--- src/hdl/s2c_pkg.sv ---
// Shared constants, codes and types of the sphere to cube face mapper.
`default_nettype none
package s2c_pkg;

   // Number formats
   localparam int FRAC_BITS = 16;
   localparam int IQ        = 28;
   localparam int FW        = 18;
   localparam int RAD_W     = 64;
   localparam int ROOT_W    = 32;
   localparam int NSTG      = RAD_W / 2;

   // Square scaling from Q.FRAC_BITS squared to Q.IQ
   localparam int SQ_SH  = 2 * FRAC_BITS - IQ;
   localparam int SQ_RSH = (SQ_SH > 0) ? SQ_SH : 0;
   localparam int SQ_LSH = (SQ_SH < 0) ? -SQ_SH : 0;
   localparam logic [RAD_W-1:0] SQ_HALF =
      (SQ_RSH > 0) ? (RAD_W'(1) << ((SQ_RSH > 0) ? SQ_RSH - 1 : 0)) : '0;
   localparam logic [30:0] SQ_MAX = 31'd1 << (IQ + 2);

   // Constant 3.0 in Q.IQ
   localparam logic signed [35:0] C3 = 36'sd3 <<< IQ;

   // Final scaling from 30 fraction bits down to FRAC_BITS
   localparam int FIN_SH = 30 - FRAC_BITS;
   localparam logic [ROOT_W:0] FIN_HALF =
      (FIN_SH > 0) ? ((ROOT_W+1)'(1) << ((FIN_SH > 0) ? FIN_SH - 1 : 0)) : '0;
   localparam logic [FW-1:0] MAG_MAX = 18'd131071;

   // Face codes
   localparam logic [2:0] FACE_PX = 3'd0;
   localparam logic [2:0] FACE_NX = 3'd1;
   localparam logic [2:0] FACE_PY = 3'd2;
   localparam logic [2:0] FACE_NY = 3'd3;
   localparam logic [2:0] FACE_PZ = 3'd4;
   localparam logic [2:0] FACE_NZ = 3'd5;

   // Sideband that travels with each beat through the pipe
   typedef struct packed {
      logic [2:0]         face;
      logic               a_neg;
      logic               a_zero;
      logic               b_neg;
      logic               b_zero;
      logic signed [32:0] v0;
   } side_type;

endpackage
`default_nettype wire

--- src/hdl/s2c_mid.sv ---
// Middle pipe: nearest u terms, then W = max(3 - (u + v), 0) as radicands.
`default_nettype none
module s2c_mid import s2c_pkg::*; (
   input  wire logic              clock,
   input  wire logic              reset,
   input  wire logic              en,
   input  wire logic              in_vld,
   input  wire logic [ROOT_W-1:0] root0,
   input  wire logic [ROOT_W-1:0] root1,
   input  wire logic [RAD_W-1:0]  rem0,
   input  wire logic [RAD_W-1:0]  rem1,
   input  wire side_type          side_in,
   output logic                   rad_vld,
   output logic [RAD_W-1:0]       rad0,
   output logic [RAD_W-1:0]       rad1,
   output side_type               side_out
);

   logic [1:0]       vld_ff;
   side_type         sa_side_ff, sb_side_ff;
   logic [ROOT_W:0]  u0_in, u1_in, u0_ff, u1_ff;
   logic signed [35:0] v0x, uv_u, uv_v, w_u, w_v;
   logic [RAD_W-1:0] x_u_in, x_v_in, x_u_ff, x_v_ff;

   // Nearest root: bump when the remainder exceeds the floor root
   always_comb begin
      u0_in = {1'b0, root0} + (ROOT_W+1)'(rem0 > {{(RAD_W-ROOT_W){1'b0}}, root0});
      u1_in = {1'b0, root1} + (ROOT_W+1)'(rem1 > {{(RAD_W-ROOT_W){1'b0}}, root1});
   end

   // face_u takes u1 + v1 with v1 = -v0, face_v takes u0 + v0
   always_comb begin
      v0x    = {{3{sa_side_ff.v0[32]}}, sa_side_ff.v0};
      uv_u   = $signed({3'd0, u1_ff}) - v0x;
      uv_v   = $signed({3'd0, u0_ff}) + v0x;
      w_u    = C3 - uv_u;
      w_v    = C3 - uv_v;
      x_u_in = w_u[35] ? '0 : {w_u[32:0], 31'd0};
      x_v_in = w_v[35] ? '0 : {w_v[32:0], 31'd0};
   end

   always_ff @(posedge clock) begin
      if (reset) begin
         vld_ff <= '0;
      end else if (en) begin
         vld_ff <= {vld_ff[0], in_vld};
      end
   end

   always_ff @(posedge clock) begin
      if (en) begin
         sa_side_ff <= side_in;
         u0_ff      <= u0_in;
         u1_ff      <= u1_in;
         sb_side_ff <= sa_side_ff;
         x_u_ff     <= x_u_in;
         x_v_ff     <= x_v_in;
      end
   end

   assign rad_vld  = vld_ff[1];
   assign rad0     = x_u_ff;
   assign rad1     = x_v_ff;
   assign side_out = sb_side_ff;

endmodule
`default_nettype wire

--- config.mk ---
export PLATFORM = sky130hd
export DESIGN_NAME = s2c_mid
export DESIGN_NICKNAME = d
export VERILOG_FILES = /design/src/hdl/s2c_pkg.sv /design/src/hdl/s2c_mid.sv
export SDC_FILE = /design/constraint.sdc
export NUM_CORES = 1
export LEC_CHECK = 0
export ABC_AREA = 1
export BUFFER_PORTS_ARGS = -buffer_cell sky130_fd_sc_hd__buf_2
export CORE_UTILIZATION = 54
export DETAILED_ROUTE_END_ITERATION = 12
export PLACE_DENSITY = 0.8
export SLEW_MARGIN = 20
export SYNTH_ARGS = -nofsm -noshare
export SYNTH_HDL_FRONTEND = slang
export SYNTH_SLANG_ARGS = --single-unit
--- constraint.sdc ---
create_clock -name clock -period 8.7 [get_ports clock]
set_input_delay 1.74 -clock clock [delete_from_list [all_inputs] [get_ports clock]]
set_output_delay 1.74 -clock clock [all_outputs]
set_load 0.01 [all_outputs]
==> metrics.txt <==
# TYPE chip_impl_metric gauge
chip_impl_info{name="layout_common_cells",value="sky130_fd_sc_hd__nand2_1 (619), sky130_fd_sc_hd__inv_1 (487), sky130_fd_sc_hd__buf_2 (341)"} 1
chip_impl_metric{name="total_leakage_power",unit="nW"} 11.0
chip_impl_info{name="timing.rr.start",value="sa_side_ff[1]"} 1
chip_impl_metric{name="num_vias",unit=""} 15000
chip_impl_metric{name="worst_path_clk_slew",unit="ps"} 70
chip_impl_info{name="cts.root.buffer_cell",value="sky130_fd_sc_hd__clkbuf_16"} 1
chip_impl_metric{name="cts_resized",unit=""} 0
chip_impl_metric{name="drc_violation_count_after_routing",unit=""} 0
chip_impl_info{name="path_class_of_the_lowest_slack_min_delay_path",value="flop to flop"} 1
chip_impl_metric{name="dr.first_iter.drc_count",unit=""} 895
chip_impl_info{name="combinational_family_with_the_most_area_after_synthesis",value="simple AND/OR/NAND/NOR gates"} 1
chip_impl_metric{name="fill_cells",unit=""} 2783
chip_impl_metric{name="cellPowerDensity",unit="mW/mm2"} 180
chip_impl_metric{name="clock_insertion_delay_worst_skew",unit="ps"} 540
chip_impl_metric{name="timing.critical_path.required",unit="ps"} 8990
chip_impl_metric{name="yosys.area_share.adder",unit=""} 0.149
chip_impl_metric{name="clock_skew",unit="ps"} 18.6
chip_impl_metric{name="grt_antenna_before_repair",unit=""} 8
chip_impl_info{name="outcome",value="completed"} 1
chip_impl_metric{name="utilization",unit=""} 0.636
chip_impl_metric{name="clock_sink_count",unit=""} 214
chip_impl_metric{name="h-tree-depth",unit=""} 1
chip_impl_info{name="cpMostUsedCell",value="sky130_fd_sc_hd__inv_1"} 1
chip_impl_metric{name="synth.ff_latch_count",unit=""} 214
chip_impl_metric{name="synthesis.area_per_instance",unit="um2"} 7.76
chip_impl_metric{name="critPathMaxFanout",unit=""} 5
chip_impl_metric{name="setup_viol_count_final",unit=""} 0
chip_impl_metric{name="synthesis.instances",unit=""} 2218
chip_impl_metric{name="cts_post_setup_buffers_inserted",unit=""} 0
chip_impl_metric{name="port_buffers",unit=""} 342
chip_impl_metric{name="io_pins",unit=""} 405
chip_impl_metric{name="critical-path-max-stage-delay",unit="ps"} 360
chip_impl_info{name="critical-path-top-delay-family",value="simple AND/OR/NAND/NOR gates"} 1
chip_impl_metric{name="cts_max_path_buffers",unit=""} 3
chip_impl_metric{name="finish.net_count",unit=""} 3022
chip_impl_metric{name="final.setup.tns",unit="ps"} 0
chip_impl_metric{name="yosys.area_share.xor_xnor",unit=""} 0.0442
chip_impl_metric{name="gr-total-overflow",unit=""} 0
chip_impl_metric{name="synth_simple_gate_area_share",unit=""} 0.264
chip_impl_info{name="layout_commonest_cell",value="sky130_fd_sc_hd__nand2_1"} 1
chip_impl_metric{name="r2r_cells",unit=""} 11
chip_impl_metric{name="synthDistinctLibCells",unit=""} 38
chip_impl_metric{name="area.growth.synth_to_final",unit="%"} 16.3
chip_impl_metric{name="synth_enable_flop_cells",unit=""} 212
chip_impl_metric{name="core.rowCount",unit=""} 65
chip_impl_metric{name="maxCapViolCount",unit=""} 0
chip_impl_metric{name="floorplan.core_area",unit="mm2"} 0.0315
chip_impl_metric{name="worst-endpoint-arrival",unit="ps"} 4780
chip_impl_metric{name="timing.hold.worst_path_depth",unit=""} 0
chip_impl_metric{name="hpwlAfterDp",unit="mm"} 40.6
chip_impl_metric{name="routabilityCongestion",unit=""} 0.967
chip_impl_metric{name="routed_wire_length",unit="mm"} 48.0
chip_impl_metric{name="synth_compound_gate_area_share",unit=""} 0.0321
chip_impl_metric{name="timing_max_transition_violations_final",unit=""} 0
chip_impl_metric{name="routed_via_density",unit=""} 4.98
chip_impl_metric{name="syn-cell-area",unit="mm2"} 0.0172
chip_impl_metric{name="detailedRoute.firstPassIterationCount",unit=""} 6
chip_impl_metric{name="setup.reg_to_reg.worst_slack",unit="ps"} 5730
chip_impl_metric{name="die_area",unit="mm2"} 0.0326
chip_impl_info{name="unrepaired_setup_endpoints_after_global_routing",value="no"} 1
chip_impl_metric{name="first_pass_grt_wire_length",unit="mm"} 74.6
chip_impl_info{name="cp_slowest_cell",value="sky130_fd_sc_hd__a21boi_0"} 1
chip_impl_info{name="crit_end",value="u0_ff[24]"} 1
chip_impl_info{name="path_cells",value="buf_2 > inv_1 > ha_1 > nand2_1 > inv_1 > nand3_1 > or2_2 > nor3_1 > nand2_1 > a21boi_0 > ha_1 > ha_1 > inv_1 > nor2_1 > inv_1 > nor2_1 > nand4_1 > nor2_1 > nand2_1 > xor2_1"} 1
chip_impl_metric{name="final-hold-violation-count",unit=""} 0
chip_impl_metric{name="cts_hold_buffers",unit=""} 0
chip_impl_metric{name="synth_async_sr_flop_share",unit=""} 0
chip_impl_metric{name="synth_warnings",unit=""} 0
chip_impl_metric{name="peakVddDrop",unit="V"} 0.000110
chip_impl_metric{name="worst_slew_margin_rel",unit=""} 0.323
chip_impl_info{name="clock_tree_from_tritoncts",value="yes"} 1
chip_impl_metric{name="fmaxAchievable",unit="MHz"} 223
chip_impl_metric{name="die-height",unit="um"} 181
chip_impl_metric{name="min_period_over_period",unit=""} 0.516
chip_impl_info{name="worstSetupPathType",value="input port to flop"} 1
chip_impl_info{name="cp-startpoint",value="root0[27]"} 1
chip_impl_metric{name="grt_start_max_net_pins",unit=""} 82
chip_impl_metric{name="tightestPinTransition",unit="ps"} 1010
chip_impl_info{name="reg_to_reg_end",value="rad0[47]"} 1
chip_impl_metric{name="post_synth_mux_area_share",unit=""} 0
chip_impl_info{name="startpoint_type",value="input port"} 1
chip_impl_info{name="synth_top_flop_cell",value="sky130_fd_sc_hd__edfxtp_1"} 1
chip_impl_metric{name="worstPathBufferInverterCount",unit=""} 5
chip_impl_metric{name="via_count_of_the_first_global_routing_pass",unit=""} 14500
chip_impl_metric{name="route.antenna.remaining_nets",unit=""} 0
chip_impl_metric{name="post-route-min-period",unit="ps"} 4490
chip_impl_metric{name="synth_sequential_area_ratio",unit=""} 0.372
chip_impl_info{name="crit_path_end_kind",value="flop"} 1
chip_impl_metric{name="gr-usage-all-layers",unit=""} 0.291
chip_impl_metric{name="cp.depth",unit=""} 20
chip_impl_metric{name="initial_utilization",unit=""} 0.547
chip_impl_metric{name="number_of_buffers_created_by_cts",unit=""} 24
chip_impl_metric{name="dieWidth",unit="um"} 181
chip_impl_metric{name="layout-drive-gt1-share",unit=""} 0.175
chip_impl_metric{name="wl_per_cell",unit="um"} 15.9
Yosys cell counts (6+ instances only):
cell | number | area [um2]
sky130_fd_sc_hd__nand2_2 | 13 | 81.3
sky130_fd_sc_hd__ha_1 | 202 | 2530
sky130_fd_sc_hd__nor2_4 | 13 | 146
sky130_fd_sc_hd__nor4_1 | 15 | 93.8
sky130_fd_sc_hd__nor2_1 | 187 | 702
sky130_fd_sc_hd__inv_1 | 487 | 1830
sky130_fd_sc_hd__a21oi_1 | 76 | 380
sky130_fd_sc_hd__nor2_2 | 28 | 175
sky130_fd_sc_hd__nor3_1 | 26 | 130
sky130_fd_sc_hd__xor2_1 | 86 | 753
sky130_fd_sc_hd__edfxtp_1 | 212 | 6370
sky130_fd_sc_hd__nand4_1 | 39 | 244
sky130_fd_sc_hd__nand2_1 | 619 | 2320
sky130_fd_sc_hd__o21ai_0 | 10 | 50.1
sky130_fd_sc_hd__buf_4 | 62 | 465
sky130_fd_sc_hd__and2_1 | 10 | 62.6
sky130_fd_sc_hd__nor3_2 | 6 | 60.1
sky130_fd_sc_hd__nand3_1 | 81 | 405
routing by layer:
| layer | global-route usage | vias to the layer above | wire, um |
|---|---|---|---|
| met2 | 0.521 | 529 | 23400 |
| met3 | 0.0212 | 76 | 2650 |
| met4 | 0.0862 | 0 | 1320 |
| met1 | 0.376 | 6811 | 20600 |
| li1 | - | 7575 | - |
| met5 | 0 | - | 0 |
logic make-up after synthesis:
| kind of cell | after synthesis |
|---|---|
| and+or+nand+nor | 1050 |
| buffers and inverters | 560 |
| DFF | 214 |
| adders and majority gates | 204 |
| AOI/OAI and AO/OA | 102 |
| xor gates and xnor gates | 87 |
| other | 1 |
power by group:
group          total (mW)  internal (mW)  switching (mW)
Combinational        1.19          0.412           0.780
Sequential           1.32           1.27          0.0489
Clock                1.09          0.674           0.415
Total                3.60           2.35            1.24
state kept, by name (all words and copies together), names as in the netlist:
register,flops
sa_side_ff,40
side_out,40
rad0,33
rad1,33
u0_ff,33
u1_ff,33
vld_ff,2
metrics by stage:
step                cells  total power, mW  setup WS [ps]  hold slack (ps)  cell area [um2]
detailed placement   2958             2.52           3690              408            19200
global route         3008             3.80           3900              423            20000
global placement     2958             2.49           3720              400            19200
CTS                  3001             3.60           4230              420            20000
finish               3010             3.60           4210              420            20000
floorplan            2279             2.15           4300              400            17400
final cells by class:
class	count	area [um2]	share of cell area
timing repair buffer	344	1740	0.0866
clock buffer	30	644	0.0322
multi-input combinational	1505	8660	0.432
antenna	9	22.5	0.00112
tap	402	503	0.0251
sequential	214	6410	0.320
inverter	493	1850	0.0925
clock inverter	13	205	0.0102
how the worst min path moves through the flow:
stage / start / to
after floorplan: sa_side_ff[33] / side_out[33]
after global placement: sa_side_ff[35] / side_out[35]
after detailed placement: sa_side_ff[38] / side_out[38]
after CTS: sa_side_ff[35] / side_out[35]
after global routing: sa_side_ff[35] / side_out[35]
final: sa_side_ff[38] / side_out[38]
Power figures use the tool's default switching activity.
