===== config.mk =====
export PLATFORM = sky130hd
export DESIGN_NAME = s2c_tail
export DESIGN_NICKNAME = d
export VERILOG_FILES = /design/src/hdl/s2c_pkg.sv /design/src/hdl/s2c_tail.sv
export SDC_FILE = /design/constraint.sdc
export NUM_CORES = 1
export LEC_CHECK = 0
export BUFFER_PORTS_ARGS = -buffer_cell sky130_fd_sc_hd__buf_2
export CAP_MARGIN = 20
export CORE_ASPECT_RATIO = 0.9
export CORE_MARGIN = 10
export CORE_UTILIZATION = 37
export CTS_CLUSTER_SIZE = 30
export DETAILED_ROUTE_END_ITERATION = 12
export PLACE_DENSITY = 0.79
export REMOVE_ABC_BUFFERS = 1
export SLEW_MARGIN = 10
export SYNTH_ARGS = -nofsm -noshare
export SYNTH_HDL_FRONTEND = slang
export SYNTH_SLANG_ARGS = --single-unit

===== constraint.sdc =====
create_clock -name clock -period 4.3 [get_ports clock]
set_input_delay 1.29 -clock clock [delete_from_list [all_inputs] [get_ports clock]]
set_output_delay 1.29 -clock clock [all_outputs]
set_load 0.05 [all_outputs]

===== src/hdl/s2c_pkg.sv =====
// Shared constants, codes and types of the sphere to cube face mapper.
`default_nettype none
package s2c_pkg;

   // Number formats
   localparam int FRAC_BITS = 16;
   localparam int IQ        = 28;
   localparam int FW        = 18;
   localparam int RAD_W     = 64;
   localparam int ROOT_W    = 32;
   localparam int NSTG      = RAD_W / 2;

   // Square scaling from Q.FRAC_BITS squared to Q.IQ
   localparam int SQ_SH  = 2 * FRAC_BITS - IQ;
   localparam int SQ_RSH = (SQ_SH > 0) ? SQ_SH : 0;
   localparam int SQ_LSH = (SQ_SH < 0) ? -SQ_SH : 0;
   localparam logic [RAD_W-1:0] SQ_HALF =
      (SQ_RSH > 0) ? (RAD_W'(1) << ((SQ_RSH > 0) ? SQ_RSH - 1 : 0)) : '0;
   localparam logic [30:0] SQ_MAX = 31'd1 << (IQ + 2);

   // Constant 3.0 in Q.IQ
   localparam logic signed [35:0] C3 = 36'sd3 <<< IQ;

   // Final scaling from 30 fraction bits down to FRAC_BITS
   localparam int FIN_SH = 30 - FRAC_BITS;
   localparam logic [ROOT_W:0] FIN_HALF =
      (FIN_SH > 0) ? ((ROOT_W+1)'(1) << ((FIN_SH > 0) ? FIN_SH - 1 : 0)) : '0;
   localparam logic [FW-1:0] MAG_MAX = 18'd131071;

   // Face codes
   localparam logic [2:0] FACE_PX = 3'd0;
   localparam logic [2:0] FACE_NX = 3'd1;
   localparam logic [2:0] FACE_PY = 3'd2;
   localparam logic [2:0] FACE_NY = 3'd3;
   localparam logic [2:0] FACE_PZ = 3'd4;
   localparam logic [2:0] FACE_NZ = 3'd5;

   // Sideband that travels with each beat through the pipe
   typedef struct packed {
      logic [2:0]         face;
      logic               a_neg;
      logic               a_zero;
      logic               b_neg;
      logic               b_zero;
      logic signed [32:0] v0;
   } side_type;

endpackage
`default_nettype wire


===== src/hdl/s2c_tail.sv =====
// Result register: scale magnitudes, saturate, restore signs, hold the beat.
`default_nettype none
module s2c_tail import s2c_pkg::*; (
   input  wire logic              clock,
   input  wire logic              reset,
   input  wire logic              in_vld,
   input  wire logic [ROOT_W-1:0] root0,
   input  wire logic [ROOT_W-1:0] root1,
   input  wire logic [RAD_W-1:0]  rem0,
   input  wire logic [RAD_W-1:0]  rem1,
   input  wire side_type          side_in,
   input  wire logic              rsp_tready,
   output logic                   rsp_tvalid,
   output logic [39:0]            rsp_tdata
);

   logic          load;
   logic          vld_ff;
   logic [39:0]   data_in, data_ff;
   logic [FW-1:0] cu, cv;

   // Scale a 30-fraction-bit root to FRAC_BITS and apply the sign
   function automatic logic [FW-1:0] coord(input logic [ROOT_W-1:0] r,
                                           input logic [RAD_W-1:0]  rm,
                                           input logic              neg,
                                           input logic              zero);
      logic [ROOT_W:0] m;
      logic [FW-1:0]   s;
      if (FIN_SH == 0) begin
         m = {1'b0, r} + (ROOT_W+1)'(rm > {{(RAD_W-ROOT_W){1'b0}}, r});
      end else begin
         m = ({1'b0, r} + FIN_HALF) >> FIN_SH;
      end
      s = (m > (ROOT_W+1)'(MAG_MAX)) ? MAG_MAX : m[FW-1:0];
      if (zero) begin
         return '0;
      end else if (neg) begin
         return FW'(-s);
      end
      return s;
   endfunction

   always_comb begin
      load    = !vld_ff || rsp_tready;
      cu      = coord(root0, rem0, side_in.a_neg, side_in.a_zero);
      cv      = coord(root1, rem1, side_in.b_neg, side_in.b_zero);
      data_in = {1'b0, cv, cu, side_in.face};
   end

   always_ff @(posedge clock) begin
      if (reset) begin
         vld_ff <= 1'b0;
      end else if (load) begin
         vld_ff <= in_vld;
      end
   end

   always_ff @(posedge clock) begin
      if (load) begin
         data_ff <= data_in;
      end
   end

   assign rsp_tvalid = vld_ff;
   assign rsp_tdata  = data_ff;

endmodule
`default_nettype wire


==> reports/qor.yml, run 1 <==
grt_usage_pct: 13.5
grt_pass1_wl_mm: 15.6
async_reset_ff_share_pct: 0
fin_setup_tns_ps: 0
crit_family: "simple AND/OR/NAND/NOR gates"
path_class: "primary input to flop"
chipWidth_um: 123
grt_overflow: 0
drive_gt1_share_pct: 25.8
status: "finished clean"
postRouteAntennaNets: 0
cts_post_setup_buffers_inserted: 0
hold_path_class: "primary input to flop"
detailed_place_hpwl_mm: 7.98
postSynthAreaPerCell_um2: 8.42
ctsResizeCount: 0
slew_headroom_pct: 33.6
ys_ff_latch: 40
cpMostUsedCell: "nor2_1"
cts_num_sinks: 40
cts_tree: "done"
clockBufferDepth: 2
vias_per_cell: 5.59
drc_errors: 0
min_period_ps: 3820
antenna_cells: 0
final_common_cell: "buf_2"
cts.clk_slew.worst_paths_ps: 80
gp_congestion: 0.917
synthDistinctLibCells: 67
start_util_pct: 38.3
crit_buf_inv: 2
critPathCaptureType: "flop"
tightest_slew_ps: 995
die_h_um: 112
fmax_mhz: 262
grt_max_degree: 41
synth_edf_count: 39
wl_per_cell_um: 15.8
insertion_delay_ps: 290
path_cells: "buf_2, and4_1, and4_2, and4_4, nor2_1, nor2_1, ha_1, nand4_1, o41ai_4, buf_4, a21oi_1, a31o_1"
start_kind: "primary input"
pin_count: 277
synth.area.top_cells: "edfxtp_1 33%, xor2_1 5.2%, nor2_1 5.0%, xnor2_1 4.7%, nand2_1 4.4%"
finalSetupViolCount: 0
fin_util_pct: 45.8
htree_levels: 2
final_cell_mix: "88 x buf_2, 47 x nor2_1, 41 x nand2_1"
rsz0062_at_grt: "no"
period_share_pct: 88.8
drv_slew: 0
vias: 3479
slowest_stage: "o41ai_4"
syn_to_final_growth_pct: 19.5
seq_area_frac_synth_pct: 33.9
irDropWorstVdd_uv: 150
syn-instance-count: 417
synth_ff_type: "edfxtp_1"
cp_max_fo: 8
worstPathRequired_ps: 4350
hold_buffers: 0
dieArea_mm2: 0.0138
grt_pass1_vias: 3215
io_buffers: 88
drt_wl_total_mm: 9.85
root_buffer: "clkbuf_8"
drt_iter0_drc: 287
antenna_found_initial: 0
power.total_mw: 1.17
cts_buffers: 5
arrival_ps: 3870
num_rows: 33
final_hold_viol_count: 0
power_leakage_nw: 1.71
yosysTopAreaCellShare_pct: 33.4
finalNetCount: 739
skew_ps: 6.44
synth_top_cell_by_area: "edfxtp_1"
core_mm2: 0.00917
maxCapViolCount: 0
firstDrtPassIters: 5
syn-cell-area_mm2: 0.00351
max_stage_delay_ps: 430
yosysWarnings: 0
powerDensity_mw_per_mm2: 278
## where the power goes
group / switching, mW / internal [mW] / leakage (nW)
clock: 0.134 / 0.175 / 0.0583
combinational: 0.274 / 0.104 / 1.21
sequential: 0.0111 / 0.469 / 0.441
## cells by family (layout without fill, tap and decap cells)
family	Yosys count	in the layout	synth area share, %
buf+inv	34	117	4.35
simple gates	192	192	28.5
flops	40	40	33.9
xor+xnor	40	40	9.98
mux	10	10	2.99
other cells	1	1	0.107
compound gates	96	96	18.7
fa+ha+maj	4	4	1.43
## layout make-up
| class | instances | area [µm²] |
|---|---|---|
| inverters | 9 | 33.8 |
| repair buffers | 100 | 531 |
| clock buffers | 5 | 68.8 |
| multi-input cells | 343 | 2170 |
| well taps | 122 | 153 |
| clock inverters | 3 | 47.5 |
| flip-flops and latches | 40 | 1190 |
| fillers | 917 | 4970 |
## path summary, 6_finish.rpt
kind	start	end	slack [ps]	depth (start not counted)
hold reg to reg	rsp_tvalid$_SDFFE_PP0P_	rsp_tvalid$_SDFFE_PP0P_	1200	2
setup reg to reg	rsp_tvalid$_SDFFE_PP0P_	rsp_tdata[31]$_DFFE_PP_	2900	1
setup / recovery	root0[24]	rsp_tdata[15]$_DFFE_PP_	480	12
hold / removal	reset	rsp_tvalid$_SDFFE_PP0P_	1150	2
## metrics by stage
stage	instances	worst slack [ps]	instance area (µm²)	hold slack (ps)
floorplan	392	158	3390	1360
global placement	614	267	4080	1200
detailed placement	614	183	4080	1230
CTS	622	506	4190	1140
global route	622	305	4190	1150
finish	622	481	4190	1150
## layer usage
| layer | wire (µm) | vias up | GRT usage, % |
|---|---|---|---|
| li1 | - | 1709 | - |
| met1 | 4800 | 1611 | 19.3 |
| met2 | 4220 | 151 | 20.1 |
| met3 | 688 | 8 | 2.71 |
| met4 | 138 | 0 | 3.77 |
| met5 | 0 | - | 0 |
## synth_stat cells (all sizes together), types with 7 or more instances
master,n
a21oi,29
and3,11
buf,7
clkbuf,18
edfxtp,39
inv,8
mux2i,9
nand2,41
nand3,24
nand4,18
nor2,47
nor3,17
o21a,9
o21ai,19
xnor2,19
xor2,21
## registers in the layout (all words and copies together) (netlist names)
register    cells
rsp_tdata      39
rsp_tvalid      1
No activity file was read; power rests on OpenSTA's default activity.
==> run 2: changes to the inputs <==
ABC_AREA = 1   (was default)
CORE_AREA = 2 2 108 110   (was default)
CORE_ASPECT_RATIO = default   (was 0.9)
CORE_MARGIN = default   (was 10)
CORE_UTILIZATION = default   (was 37)
DIE_AREA = 0 0 110 112   (was default)
PLACE_DENSITY = 0.7   (was 0.79)
==> run 2 against run 1 <==
Fmax up 7.4%. Critical endpoint is now rsp_tdata[13]$_DFFE_PP_. Total power up 6.7%. Critical path type unchanged. Die area down 11%. Clock-buffer cell count unchanged.
==> reports/qor.yml, run 2 <==
status: "finished clean"
period_share_pct: 82.7  # -6.1 points
synth.area.top_cells: "edfxtp_1 32%, nand2_1 14%, nor2_1 10%, inv_1 6.3%, nand3_1 5.1%"
yosys-top-cells-count: "139 x nand2_1, 96 x nor2_1, 61 x inv_1, 39 x edfxtp_1, 37 x nand3_1"
fmax_mhz: 281  # +7.4%
cts_buffers: 5  # unchanged
irDropWorstVdd_uv: 196  # +31%
slew_headroom_pct: 38.4  # +4.8 points
path_class: "primary input to flop"
insertion_delay_ps: 270  # -20 ps
power_leakage_nw: 2.06  # +20%
worstPathRequired_ps: 4330  # -20 ps
core_mm2: 0.0112  # +22%
chipWidth_um: 110  # -10%
drc_errors: 0  # unchanged
syn_to_final_growth_pct: 20.8
syn-instance-count: 529  # +27%
hold_buffers: 0  # unchanged
root_buffer: "clkbuf_16"
io_buffers: 88  # unchanged
holdWs_ps: 1160  # +10.6 ps
skew_ps: 3.38  # -3.06 ps
hold_path_class: "flop to flop"
dieArea_mm2: 0.0123  # -11%
seq_area_frac_synth_pct: 33.0  # -0.97 points
htree_levels: 2  # unchanged
die_h_um: 112  # -0.36%
pin_count: 277  # unchanged
synthDistinctLibCells: 38  # -43%
fin_util_pct: 39.1  # -6.7 points
final_area_mm2: 0.00437  # +4.1%
tightest_slew_ps: 921  # -74.7 ps
postSynthAreaPerCell_um2: 6.83  # -19%
syn-cell-area_mm2: 0.00361  # +3.0%
synth_ff_type: "edfxtp_1"
cp_max_fo: 15  # +7
dpl_cell_area_mm2: 0.00420  # +3.1%
finalSetupViolCount: 0  # unchanged
detailed_place_hpwl_mm: 7.42  # -7.0%
async_reset_ff_share_pct: 0  # unchanged
drt_wl_total_mm: 9.07  # -7.9%
postRouteAntennaNets: 0  # unchanged
power.total_mw: 1.24  # +6.7%
hold_end: "rsp_tvalid$_SDFFE_PP0P_"
fin_setup_tns_ps: 0  # unchanged
firstDrtPassIters: 4  # -1
final_common_cell: "nand2_1"
start_kind: "primary input"
cts_num_sinks: 40  # unchanged
start_util_pct: 32.3  # -6.0 points
ys_ff_latch: 40  # unchanged
final_cell_mix: "138 x nand2_1, 96 x nor2_1, 88 x buf_2"
critPathCaptureType: "flop"
grt_pass1_wl_mm: 15.0  # -3.8%
yosysMostFrequentCell: "nand2_1"
largest_reg_flops: 39  # unchanged
rr_startpoint: "rsp_tvalid$_SDFFE_PP0P_"
yosysWarnings: 0  # unchanged
final_hold_viol_count: 0  # unchanged
vias: 3645  # +4.8%
drive_gt1_share_pct: 22.5  # -3.3 points
synth_top_cell_by_area: "edfxtp_1"
drt_iter0_drc: 172  # -40%
num_rows: 39  # +18%
rrSetupSlack_ps: 2930  # +30 ps
antenna_found_initial: 2  # +2
vias_per_cell: 4.78  # -15%
rr_worst_depth: 1  # unchanged
grt_pass1_vias: 3283  # +2.1%
arrival_ps: 3580  # -290 ps
maxCapViolCount: 0  # unchanged
cts.clk_slew.worst_paths_ps: 60  # -20 ps
grt_usage_pct: 15.1  # +1.6 points
clockBufferDepth: 2  # unchanged
grt_max_degree: 41  # unchanged
finalNetCount: 858  # +16%
num-fill-cells: 1191  # +30%
ctsResizeCount: 0  # unchanged
wl_per_cell_um: 11.9  # -25%
hold_depth: 2  # unchanged
routed.top_layer: "met5"
cts_tree: "done"
powerDensity_mw_per_mm2: 285  # +2.4%
wl_met2_mm: 4.08  # -3.3%
min_period_ps: 3560  # -264 ps
holdCritStartpoint: "rsp_tvalid$_SDFFE_PP0P_"
cts_post_setup_buffers_inserted: 0  # unchanged
m1WireLength_mm: 4.11  # -14%
yosysTopAreaCellShare_pct: 32.4  # -0.96 points
drv_slew: 0  # unchanged
gp_congestion: 0.911  # -0.63%
grt_overflow: 0  # unchanged
r2r_end: "rsp_tdata[21]$_DFFE_PP_"
rsz0062_at_grt: "no"
dr_wl_met3_um: 721  # +4.8%
synth_edf_count: 39  # unchanged
run 2: cell count changes after synthesis, sizes merged, moves of 11 or more:
cell,previous run,this run
nand2,41,148
nor2,47,114
inv,8,61
nand3,24,43
xnor2,19,5
clkbuf,18,5
a21oi,29,18
run 2: final cells by class:
class / instances / area, µm² / area share, %
well taps: 143 / 179 / 4.10
inverters: 61 / 229 / 5.24
multi-input cells: 419 / 2140 / 49.0
clock buffers: 5 / 125 / 2.86
diodes: 1 / 2.50 / 0.0573
clock inverters: 3 / 37.5 / 0.859
flip-flops and latches: 40 / 1190 / 27.3
repair buffers: 91 / 463 / 10.6
run 2: layer usage:
| layer | vias up | global-route usage (%) |
|---|---|---|
| met4 | 2 | 3.04 |
| met3 | 14 | 2.87 |
| met2 | 127 | 24.9 |
| met1 | 1594 | 20.6 |
| li1 | 1908 | - |
| met5 | - | 0 |
run 2: kinds of logic (layout without fill, tap and decap cells):
family	after synthesis	after routing	synth area share, %
AND/OR/NAND/NOR	354	354	46.2
buffers and inverters	70	160	7.89
AO/OA/AOI/OAI	42	42	7.13
flip-flops	40	40	33.0
XOR/XNOR	18	18	4.36
adder cells (fa/ha/maj)	4	4	1.38
other	1	2	0.104
run 2: critical path, stage by stage:
cell and delay (ps):
buf_2 130, ha_1 230, nand2_2 80, nor2_4 170
nand3_4 130, o21ai_4 220, nand3_4 210, nor2_1 200
ha_1 240, nand3_2 140, nand2_1 130, nand2_1 90
a21oi_2 120, nand2_1 60, nand2_1 60, nor2_1 60
run 2: worst max-delay path by stage:
stage	startpoint	endpoint	slack [ps]	cells past startpoint
after detailed placement	root0[13]	rsp_tdata[13]$_DFFE_PP_	470	16
after global routing	root0[13]	rsp_tdata[13]$_DFFE_PP_	500	16
after global placement	root0[13]	rsp_tdata[13]$_DFFE_PP_	490	16
after CTS	root0[13]	rsp_tdata[13]$_DFFE_PP_	760	16
after floorplan	root1[13]	rsp_tdata[33]$_DFFE_PP_	910	17
final	root0[13]	rsp_tdata[13]$_DFFE_PP_	740	16
run 2: power breakdown:
group | leakage [nW] | internal, mW | switching, mW | total [mW]
logic | 1.53 | 0.0925 | 0.270 | 0.362
clock network | 0.0789 | 0.269 | 0.135 | 0.404
registers | 0.443 | 0.467 | 0.0107 | 0.478
total | 2.06 | 0.829 | 0.415 | 1.24
run 2: metrics by stage:
stage / worst slack [ps] / cells
after global routing: 497 / 762
after CTS: 765 / 762
after global placement: 490 / 754
after detailed placement: 468 / 754
final: 745 / 763
after floorplan: 908 / 520
==> run 3: changes to the inputs <==
clock period = 2.95 ns   (was 4.3 ns; I/O delays follow)
==> run 3 against run 2 <==
Cell area grew 8.2%. Cell count grew 6.4%. Global-route usage grew 0.43 points. Clock power grew 24%. Total power grew 42%. Clock-buffer cell count grew 2. Sequential share of layout area shrank 2.1 points. Combinational power grew 59%. Die area is the same. Clock skew is essentially flat. Critical endpoint unchanged.
==> reports/qor.yml, run 3 (synthesis gave the netlist of run 2 again) <==
status: "finished clean"
detailed_place_hpwl_mm: 7.94  # +6.9%
period_share_pct: 91.3
start_kind: "primary input"
io_buffers: 88  # unchanged
grt_overflow: 0  # unchanged
hold_buffers: 0  # unchanged
drive_gt1_share_pct: 28.3  # +5.8 points
wl_per_cell_um: 11.6  # -2.0%
max_stage_delay_ps: 220  # -20 ps
die_h_um: 112  # unchanged
rr_startpoint: "rsp_tvalid$_SDFFE_PP0P_"
postRouteAntennaNets: 0  # unchanged
grt_usage_pct: 15.6  # +0.43 points
min_period_ps: 2690
gp_congestion: 0.888  # -2.6%
cpMostUsedCell: "nand2_1"
power_leakage_nw: 2.29  # +11%
powerDensity_mw_per_mm2: 374  # +31%
holdCritStartpoint: "reset"
antenna_found_initial: 2  # unchanged
hold_depth: 2  # unchanged
r2r_end: "rsp_tdata[20]$_DFFE_PP_"
maxCapViolCount: 0  # unchanged
vias_per_cell: 4.75  # -0.62%
drt_wl_total_mm: 9.46  # +4.3%
slowest_stage: "ha_1"
rr_worst_depth: 2  # +1
firstDrtPassIters: 5  # +1
core_mm2: 0.0112  # unchanged
cts_buffers: 5  # unchanged
grt_max_degree: 22  # -46%
final_common_cell: "nand2_1"
critPathCaptureType: "flop"
skew_ps: 3.84  # +0.458 ps
num-fill-cells: 1171  # -1.7%
start_util_pct: 32.3  # unchanged
cts_tree: "done"
hold_end: "rsp_tvalid$_SDFFE_PP0P_"
fmax_mhz: 371
final_area_mm2: 0.00473  # +8.2%
largest_reg_flops: 39  # unchanged
finalSetupViolCount: 0  # unchanged
power.total_mw: 1.77  # +42%
finalNetCount: 907  # +5.7%
dieArea_mm2: 0.0123  # unchanged
dpl_cell_area_mm2: 0.00458  # +9.1%
slew_headroom_pct: 66.4  # +28 points
hold_path_class: "primary input to flop"
irDropWorstVdd_uv: 203  # +3.6%
fin_util_pct: 42.3  # +3.2 points
worstPathRequired_ps: 2980  # -1350 ps
grt_pass1_vias: 3469  # +5.7%
rrSetupSlack_ps: 1570  # -1360 ps
drc_errors: 0  # unchanged
htree_levels: 2  # unchanged
path_class: "primary input to flop"
root_buffer: "clkbuf_16"
clockBufferDepth: 2  # unchanged
cts_num_sinks: 40  # unchanged
layout_setup_ws_ps: 257  # -488 ps
arrival_ps: 2730  # -850 ps
cts.clk_slew.worst_paths_ps: 60  # about the same
tightest_slew_ps: 502  # -419 ps
num_rows: 39  # unchanged
drt_iter0_drc: 228  # +33%
final_hold_viol_count: 0  # unchanged
path_cells: "buf_2, ha_1, nand2_2, nor2_4, nand3_4, o21ai_4, nand3_4, nor2_1, ha_1, nand3_2, nand2_1, nand2_1, a21oi_2, nand2_1, nand2_1, nor2_1"
chipWidth_um: 110  # unchanged
drv_slew: 0  # unchanged
vias: 3855  # +5.8%
place_ws_ps: -67.1  # -535 ps
insertion_delay_ps: 280  # about the same
final_cell_mix: "138 x nand2_1, 95 x nor2_1, 88 x buf_2"
cp_max_fo: 4  # -11
pin_count: 277  # unchanged
grt_pass1_wl_mm: 15.3  # +2.1%
rsz0062_at_grt: "no"
syn_to_final_growth_pct: 30.7
==> run 3: worst max path at each step <==
stage / startpoint / to / cells past startpoint
6_report: root0[14] / rsp_tdata[13]$_DFFE_PP_ / 16
4_1_cts: root1[13] / rsp_tdata[33]$_DFFE_PP_ / 18
3_5_place_dp: root1[14] / rsp_tdata[33]$_DFFE_PP_ / 18
5_1_grt: root1[13] / rsp_tdata[33]$_DFFE_PP_ / 18
3_3_place_gp: root1[13] / rsp_tdata[33]$_DFFE_PP_ / 18
2_1_floorplan: root1[13] / rsp_tdata[33]$_DFFE_PP_ / 17
==> run 3: layout make-up <==
type	count	area, µm²	area share [%]
repair buffers	140	843	17.8
diodes	1	2.50	0.0530
clock buffers	7	133	2.81
multi-input cells	419	2140	45.4
clock inverters	1	5.00	0.106
well taps	143	179	3.79
inverters	61	229	4.85
flip-flops and latches	40	1190	25.2
==> run 3: through the flow <==
| step | hold WS [ps] | TNS [ps] | std cells |
|---|---|---|---|
| finish | 758 | 0 | 812 |
| global route | 756 | 0 | 811 |
| CTS | 748 | 0 | 811 |
| detailed placement | 869 | -199 | 803 |
| global placement | 862 | -58.3 | 803 |
| floorplan | 954 | -57.1 | 520 |
==> run 3: critical path, delay by kind of cell <==
kind,cells,cell delay (ps)
simple gates,11,1020
fa+ha+maj,2,400
compound gates,2,310
buf+inv,1,110
==> run 3: routing by layer <==
layer  vias to the layer above  global-route usage [%]  routed length (µm)
met5                         -                       0                  13
met3                        24                    3.10                 685
li1                       2003                       -                   -
met4                         2                    4.98                 240
met1                      1691                    19.4                4160
met2                       135                    26.6                4350
==> run 3: repair_timing <==
item	CTS	global route
setup buffers	0	0
endpoints found under the setup margin	0	1
gates resized for setup	0	1
hold endpoints to repair	0	0
==> run 3: power breakdown <==
| group | total (mW) | switching (mW) | internal [mW] |
|---|---|---|---|
| logic | 0.574 | 0.404 | 0.170 |
| clock network | 0.499 | 0.188 | 0.312 |
| registers | 0.696 | 0.0147 | 0.681 |
| total | 1.77 | 0.606 | 1.16 |
